## src/rtl/core/assert_macros.svh

```systemverilog
// ----------------------------------------------------------------------------
// Assertion macros
// Shared concurrent assertion wrappers; empty when SYNTHESIS is defined.
// ----------------------------------------------------------------------------
`ifndef ASSERT_MACROS_SVH
`define ASSERT_MACROS_SVH

`ifndef SYNTHESIS
// Property checked at every rising clock edge outside reset
`define ASSERT_ALWAYS(label, clk, rst_n, prop, msg) \
  label: assert property (@(posedge clk) disable iff (!rst_n) (prop)) else $error(msg);
// Antecedent in one cycle implies consequent in the next
`define ASSERT_NEXT(label, clk, rst_n, ante, cons, msg) \
  label: assert property (@(posedge clk) disable iff (!rst_n) (ante) |=> (cons)) \
    else $error(msg);
`else
`define ASSERT_ALWAYS(label, clk, rst_n, prop, msg)
`define ASSERT_NEXT(label, clk, rst_n, ante, cons, msg)
`endif

`endif

```

## src/rtl/core/ilid_pkg.sv

```systemverilog
// ----------------------------------------------------------------------------
// ilid_pkg
// Types and constants of the indexed list block.
// ----------------------------------------------------------------------------
package ilid_pkg;

  localparam int DATA_W  = 32;
  localparam int POS_W   = 8;
  localparam int COUNT_W = 7;
  localparam int CMD_W   = 3;

  // Request codes
  typedef enum logic [CMD_W-1:0] {
    CMD_READ     = 3'd0,
    CMD_INS_HEAD = 3'd1,
    CMD_INS_TAIL = 3'd2,
    CMD_INS_POS  = 3'd3,
    CMD_DELETE   = 3'd4
  } cmd_e;

  // Result status codes
  typedef enum logic [1:0] {
    ST_DONE  = 2'd0,
    ST_RANGE = 2'd1,
    ST_FULL  = 2'd2
  } status_e;

  // Per-cycle action of the cell row
  typedef enum logic [1:0] {
    SH_HOLD   = 2'd0,
    SH_INSERT = 2'd1,
    SH_DELETE = 2'd2
  } shift_e;

  typedef struct packed {
    logic [CMD_W-1:0]         command;
    logic [POS_W-1:0]         position;
    logic signed [DATA_W-1:0] item_value;
  } in_word_t;

  typedef struct packed {
    logic signed [DATA_W-1:0] read_data;
    logic [1:0]               status;
    logic [COUNT_W-1:0]       entry_count;
  } out_word_t;

  // Broadcast to every cell
  typedef struct packed {
    shift_e            op;
    logic [POS_W-1:0]  pos;
    logic [DATA_W-1:0] value;
  } cell_ctrl_t;

endpackage

```

## src/rtl/core/ilid_cell.sv

```systemverilog
// ----------------------------------------------------------------------------
// ilid_cell
// One list entry: holds, loads a new value, or takes a neighbor's entry.
// ----------------------------------------------------------------------------
module ilid_cell #(
  parameter int IDX = 0
) (
  input  logic                         clk_i,
  input  ilid_pkg::cell_ctrl_t         ctrl_i,
  input  logic [ilid_pkg::DATA_W-1:0]  left_i,
  input  logic [ilid_pkg::DATA_W-1:0]  right_i,
  output logic [ilid_pkg::DATA_W-1:0]  value_o
);
  import ilid_pkg::*;

  localparam logic [POS_W-1:0] IDX_C = POS_W'(IDX);

  logic [DATA_W-1:0] value_d, value_q;

  // Next entry: insert shifts up from the left, delete pulls from the right
  always_comb begin
    value_d = value_q;
    case (ctrl_i.op)
      SH_INSERT: begin
        if (IDX_C == ctrl_i.pos) begin
          value_d = ctrl_i.value;
        end else if (IDX_C > ctrl_i.pos) begin
          value_d = left_i;
        end
      end
      SH_DELETE: begin
        if (IDX_C >= ctrl_i.pos) begin
          value_d = right_i;
        end
      end
      default: value_d = value_q;
    endcase
  end

  always_ff @(posedge clk_i) begin
    value_q <= value_d;
  end

  assign value_o = value_q;

endmodule

```

## config.mk

```make
export PLATFORM = sky130hd
export DESIGN_NAME = ilid_cell
export DESIGN_NICKNAME = d
export VERILOG_FILES = /design/src/rtl/core/assert_macros.svh /design/src/rtl/core/ilid_pkg.sv /design/src/rtl/core/ilid_cell.sv
export SDC_FILE = /design/constraint.sdc
export NUM_CORES = 1
export LEC_CHECK = 0
export BUFFER_PORTS_ARGS = -buffer_cell sky130_fd_sc_hd__buf_2
export CORE_MARGIN = 4
export CORE_UTILIZATION = 44
export CTS_BUF_LIST = sky130_fd_sc_hd__clkbuf_4 sky130_fd_sc_hd__clkbuf_8
export CTS_CLUSTER_SIZE = 12
export DETAILED_ROUTE_END_ITERATION = 8
export HOLD_SLACK_MARGIN = 0.02
export PLACE_DENSITY = 0.88
export SYNTH_ARGS = -nofsm -noshare
export SYNTH_HDL_FRONTEND = slang
export SYNTH_SLANG_ARGS = --single-unit
```

## constraint.sdc

```tcl
create_clock -name clk_i -period 7.45 [get_ports clk_i]
set_clock_uncertainty 0.2 [all_clocks]
set_input_delay 1.49 -clock clk_i [delete_from_list [all_inputs] [get_ports clk_i]]
set_output_delay 1.49 -clock clk_i [all_outputs]
set_load 0.03 [all_outputs]
```

**Word-level counts from Yosys, hierarchy flattened**

Index checks and enable logic that the tools add are counted.

- Register bits after elaboration: 32
- Bits of input ports: 107
- Output and inout port bits: 32
- Logic and storage cells: 14

- Order comparisons: 2
- Equality and inequality tests: 4
- Multiplexer cells: 4
- Reductions and logical operators: 3

Operators with widths:

| cell | count |
|---|---|
| 2-to-1 mux 32 bit | 3 |
| case mux 32 bit (2 select lines) | 1 |
| greater-or-equal comparator 1 x 8 -> 1 bit (first input constant) | 1 |
| greater-than comparator 1 x 8 -> 1 bit (first input constant) | 1 |
| logical NOT 8 bit | 1 |
| != test 3 bit (second input constant) | 1 |
| AND reduction 3 bit | 1 |
| == test 2 x 1 -> 1 bit (second input constant) | 1 |
| == test 2 bit (second input constant) | 1 |
| != test 2 bit (second input constant) | 1 |
| nonzero test 2 bit | 1 |

**Depth between registers and ports, before layout**

Gate-level depths: netlist of the first run.

- Word-level depth: 4
- Mapped depth: 5
- Mapped depth without buffers: 3

**Worst setup path after synthesis of the first run**

OpenSTA, ideal clock, no wires.

- Kind: input port to flip-flop
- From: input ctrl_i[35] (netlist bit)
- To: register value_q[0], in the netlist value_o[0] (enable)
- Library setup time: 461 ps
- Arrival: 4485 ps
- Data required time: 6789 ps
- Slack: 2304 ps
- Cell stages on the path: 3
- Buffers on the path: 1
- Cell sequence: or4_4 clkbuf_2 nor3_1

- Longest elaborated chain between the ends: 3
- Elaborated cells on any way between the ends: 6

RTL lines:

| item | line | text |
|---|---|---|
| start, declared | ilid_cell.sv:9 | `input ilid_pkg::cell_ctrl_t ctrl_i,` |
| greater-than comparator 1 x 8 -> 1 bit, or another cell as far along | ilid_cell.sv:27 | `end else if (IDX_C > ctrl_i.pos) begin` |
| != test 3 bit (no line) or != test 2 bit (tied branches) | - |  |
| AND reduction 3 bit (no line) (*) | - |  |
| end signal, assigned | ilid_cell.sv:41 | `value_q <= value_d;` |
| end, declared | ilid_cell.sv:18 | `logic [DATA_W-1:0] value_d, value_q;` |

Mark *: on every way between the ends. The rest lies on a longest branch, timed or not.
A chain may end at the register's enable or synchronous reset.

**Worst setup path after layout of the first run**

- From: input ctrl_i[39] (netlist bit)
- To: register value_q[3], in the netlist value_o[3] (enable)

The elaborated chain is that of the path after synthesis.

==> results.json, run 1 <==
{
  "status": "completed",
  "synth_nets": 293,
  "synth_top_flop_cell": "edfxtp_1",
  "hold_slack_ns": 1.36,
  "numPlacedInstances": 356,
  "antenna_found_initial": 0,
  "finalHoldViolCount": 0,
  "yosysTopAreaCell": "edfxtp_1",
  "cts_setup_buffers": 0,
  "max_freq_ghz": 0.309,
  "synth_edf_count": 32,
  "grt_max_degree": 65,
  "clockRootBuffer": "clkbuf_8",
  "vdd_drop_max_mv": 0.125,
  "cts.path.max_buffers": 2,
  "ys_types": 16,
  "power_density_mw_per_mm2": 163,
  "rsz0062_at_grt": "no",
  "fill_cells": 318,
  "yosys_warnings": 0,
  "leakagePower_nw": 1.07,
  "largest_reg_flops": 32,
  "cts_buffers": 5,
  "clk_pin_slew_ns": 0.07,
  "finish.utilization_pct": 68.2,
  "synth_seq_cells": 32,
  "detail-route-antenna-nets": 0,
  "setup_tns_ns": 0,
  "fin_cells": 364,
  "detail_route.iter0.violations": 174,
  "dieWidth_um": 71.5,
  "syn_inst": 186,
  "grt_pass1_wl_um": 8630,
  "maxCapViolations": 0,
  "synth_top_area_share_pct": 54.2,
  "grt_overflow": 0,
  "vias_per_cell": 5.59,
  "slew_headroom_pct": 25.7,
  "crit_end": "value_o[3]",
  "die_h_um": 71.5,
  "worstMarginPinSlew_ns": 1.11,
  "dieArea_mm2": 0.00511,
  "end_kind": "register",
  "layout_common_cells": "138 x buf_2, 32 x nand3_1, 32 x nor2_1, 32 x a31oi_1, 32 x edfxtp_1",
  "async_flop_share_pct": 0,
  "gp_congestion": 0.752,
  "critPathArrivalTime_ns": 2.96,
  "post-route-min-period_ns": 3.23,
  "ctsResizeCount": 0,
  "drv_slew": 0,
  "start_kind": "input port",
  "path_max_fanout": 33,
  "final_common_cell": "buf_2",
  "finalSetupViolations": 0,
  "yosys-top-cells-area": "edfxtp_1 54%, a31oi_1 11%, nand3_1 9.0%",
  "core_region_area_mm2": 0.00377,
  "avgRoutedWirePerCell_um": 15.8,
  "wl_um": 5740,
  "synthToLayoutAreaGrowth_pct": 45.1,
  "synth.avg_cell_area_um2": 9.54,
  "nets": 422,
  "hold_path.class": "in2reg",
  "drc": 0,
  "min_from": "right_i[21]",
  "cts_num_sinks": 32,
  "gr-usage-all-layers_pct": 21.4,
  "io_pins": 139,
  "initial_core_util_pct": 47.0,
  "cp-startpoint": "ctrl_i[39]",
  "synthesis.area_mm2": 0.00177,
  "drtPass1Iterations": 4,
  "cts_hold_buf": 0,
  "path_class": "in2reg",
  "drive_gt1_share_pct": 48.4,
  "diodes": 0,
  "num_vias": 2035,
  "io_buffer_count": 138,
  "cp.required_ns": 7.18,
  "finalCritPeriodShare_pct": 43.4,
  "cts_tree": "yes",
  "grt_pass1_vias": 2009,
  "yosysSeqAreaShare_pct": 54.2,
  "htreeDepth": 2,
  "row_count": 22
}
-- through the flow --
step,total power (W),worst slack (ns),instance area (um2)
floorplan,0.000231,2.30,1770
global placement,0.000263,3.96,2470
detailed placement,0.000265,3.93,2470
CTS,0.000424,4.22,2570
global route,0.000436,4.11,2570
finish,0.000420,4.22,2570
-- synthesized netlist by cell type, types with 2 or more instances --
cell      instances
o21ai_0           3
nand3_1          32
clkbuf_1          6
buf_2             8
or4_4             2
nor2_1           32
buf_6             3
nor4_2            2
o21ai_1          29
edfxtp_1         32
a31oi_1          32
-- critical path: stages --
cell    delay, ns
buf_2        0.12
or4_4        0.72
nor3_2       0.22
buf_4        0.38
-- layout make-up --
class	count	area [um2]	area share [%]
clock inverters	3	37.5	1.46
repair buffers	141	713	27.7
well taps	48	60.1	2.33
flip-flops and latches	32	961	37.3
multi-input cells	135	733	28.5
clock buffers	5	68.8	2.67
-- worst min path at each step --
stage	slack, ns	endpoint	cells past startpoint
finish	1.36	value_o[21]	3
global route	1.37	value_o[21]	3
CTS	1.36	value_o[21]	3
detailed placement	1.65	value_o[21]	3
global placement	1.64	value_o[18]	3
floorplan	1.54	value_o[0]	2
-- where the power goes --
part           internal (W)  switching (W)  total (W)
Combinational     0.0000310      0.0000302  0.0000612
Clock             0.0000973      0.0000616   0.000159
Sequential         0.000200   0.0000000947   0.000200
Total              0.000328      0.0000919   0.000420
-- layer usage --
layer	global-route usage [%]	wire, um	vias to the layer above
li1	-	-	967
met1	21.6	1860	933
met5	0	0	-
met3	5.47	600	14
met2	39.8	3140	121
met4	11.1	141	0
-- logic make-up after synthesis --
logic type / count (synthesis) / synth area share, %
simple gates: 70 / 19.1
compound gates: 64 / 20.3
flops: 32 / 54.2
buf+inv: 19 / 5.92
xor+xnor: 1 / 0.494
No activity file was read; power rests on OpenSTA's default activity.
==> inputs of run 2 (changes only) <==
--- a/config.mk
+++ b/config.mk
@@ -7,12 +7,12 @@
 export LEC_CHECK = 0
 export BUFFER_PORTS_ARGS = -buffer_cell sky130_fd_sc_hd__buf_2
 export CORE_MARGIN = 4
-export CORE_UTILIZATION = 44
+export CORE_UTILIZATION = 37
 export CTS_BUF_LIST = sky130_fd_sc_hd__clkbuf_4 sky130_fd_sc_hd__clkbuf_8
 export CTS_CLUSTER_SIZE = 12
 export DETAILED_ROUTE_END_ITERATION = 8
 export HOLD_SLACK_MARGIN = 0.02
-export PLACE_DENSITY = 0.88
+export PLACE_DENSITY = 0.79
 export SYNTH_ARGS = -nofsm -noshare
 export SYNTH_HDL_FRONTEND = slang
 export SYNTH_SLANG_ARGS = --single-unit
==> constraint.sdc (replaced) <==
create_clock -name clk_i -period 2.6 [get_ports clk_i]
set_clock_uncertainty 0.2 [all_clocks]
set_input_delay 0.52 -clock clk_i [delete_from_list [all_inputs] [get_ports clk_i]]
set_output_delay 0.52 -clock clk_i [all_outputs]
set_load 0.03 [all_outputs]
==> results.json, run 2 (same netlist as run 1, synthesis figures left out) <==
{
  "status": "completed",
  "met3_wirelength_um": 450,
  "drtPass1Iterations": 4,
  "grt_pass1_vias": 1983,
  "met2_length_um": 3130,
  "numPlacedInstances": 365,
  "nets": 427,
  "fill_cells": 412,
  "finish.utilization_pct": 58.0,
  "gr-usage-all-layers_pct": 18.7,
  "cp.required_ns": 2.38,
  "io_pins": 139,
  "synthToLayoutAreaGrowth_pct": 47.2,
  "path_class": "in2reg",
  "row_count": 24,
  "cts_buffers": 5,
  "pre_cts_ws_ns": 0.285,
  "dieArea_mm2": 0.00597,
  "cts_hold_buf": 0,
  "grt_max_degree": 33,
  "end_kind": "register",
  "critPathArrivalTime_ns": 1.80,
  "avgRoutedWirePerCell_um": 15.5,
  "antenna_found_initial": 0,
  "clk_pin_slew_ns": 0.06,
  "maxCapViolations": 0,
  "finalHoldViolCount": 0,
  "regArea_um2": 961,
  "cts_tree": "yes",
  "multi_input_comb_area_um2": 739,
  "path_cells": "buf_2, or4_4, nor3_4, buf_12",
  "leakagePower_nw": 1.10,
  "io_buffer_count": 138,
  "diodes": 0,
  "detail-route-antenna-nets": 0,
  "grt_overflow": 0,
  "vdd_drop_max_mv": 0.243,
  "post-route-min-period_ns": 2.02,
  "max_stage_delay_ns": 0.65,
  "ctsResizeCount": 0,
  "core_region_area_mm2": 0.00450,
  "finalCritPeriodShare_pct": 77.7,
  "hold_path.class": "in2reg",
  "initial_core_util_pct": 39.4,
  "hold_slack_ns": 0.391,
  "drv_slew": 0,
  "detail_route.iter0.violations": 129,
  "drt-met1-wl_um": 2130,
  "slew_headroom_pct": 65.4,
  "final_common_cell": "buf_2",
  "power_density_mw_per_mm2": 424,
  "fin_cells": 373,
  "clockRootBuffer": "clkbuf_8",
  "cts_setup_buffers": 0,
  "cts.path.max_buffers": 2,
  "path_max_fanout": 27,
  "gp_congestion": 0.785,
  "cts_num_sinks": 32,
  "worstMarginPinSlew_ns": 0.518,
  "top_layer": "met4",
  "drive_gt1_share_pct": 49.5,
  "wl_um": 5800,
  "num_vias": 1995,
  "worst_slack_ns": 0.580,
  "p_total_w": 0.00111,
  "rsz0062_at_grt": "no",
  "grt_pass1_wl_um": 8990,
  "max_freq_ghz": 0.495,
  "largest_reg_flops": 32,
  "htreeDepth": 2,
  "start_kind": "input port",
  "drc": 0,
  "dieWidth_um": 77.2,
  "finalSetupViolations": 0,
  "dpl.hpwl_um": 4410,
  "die_h_um": 77.2,
  "cpMaxStageDelayCell": "or4_4",
  "vias_per_cell": 5.35,
  "layout_common_cells": "138 x buf_2, 32 x nand3_1, 32 x nor2_1, 32 x a31oi_1, 32 x edfxtp_1"
}
## run 2: cell count changes in the layout (fill, tap and decap cells not counted), sizes merged
cell and change:
buf +5, bufinv -1, clkinv +1
## run 2: final cells by class
class / instances / area share (%)
Multi-Input combinational cell: 135 / 28.3
Clock buffer: 5 / 2.64
Tap cell: 52 / 2.49
Sequential cell: 32 / 36.8
Timing Repair Buffer: 146 / 29.2
Clock inverter: 3 / 0.527
## run 2: final timing paths
path	startpoint	end	slack, ns	depth (start not counted)
max	ctrl_i[35]	value_o[24]	0.58	4
min	right_i[24]	value_o[24]	0.39	3
## run 2: through the flow
stage          TNS, ns  cell area (um2)
6_report             0             2610
5_1_grt              0             2610
4_1_cts              0             2610
3_5_place_dp         0             2530
3_3_place_gp         0             2530
2_1_floorplan    -3.20             1790
## run 2: per-layer routing
layer	vias to the layer above	global-route usage, %
met1	903	20.9
met2	100	35.1
met5	-	0
met4	0	6.41
li1	983	-
met3	9	3.40
## run 2: worst max-delay path: cells and delay by family
kind / cells / cell delay (ns)
simple gates: 2 / 0.92
buf+inv: 2 / 0.34
## run 2: power by group
group,switching [W],internal [W],total (W)
Sequential,0.000000276,0.000573,0.000574
Combinational,0.0000872,0.0000913,0.000179
Clock,0.000174,0.000181,0.000355
Total,0.000262,0.000846,0.00111
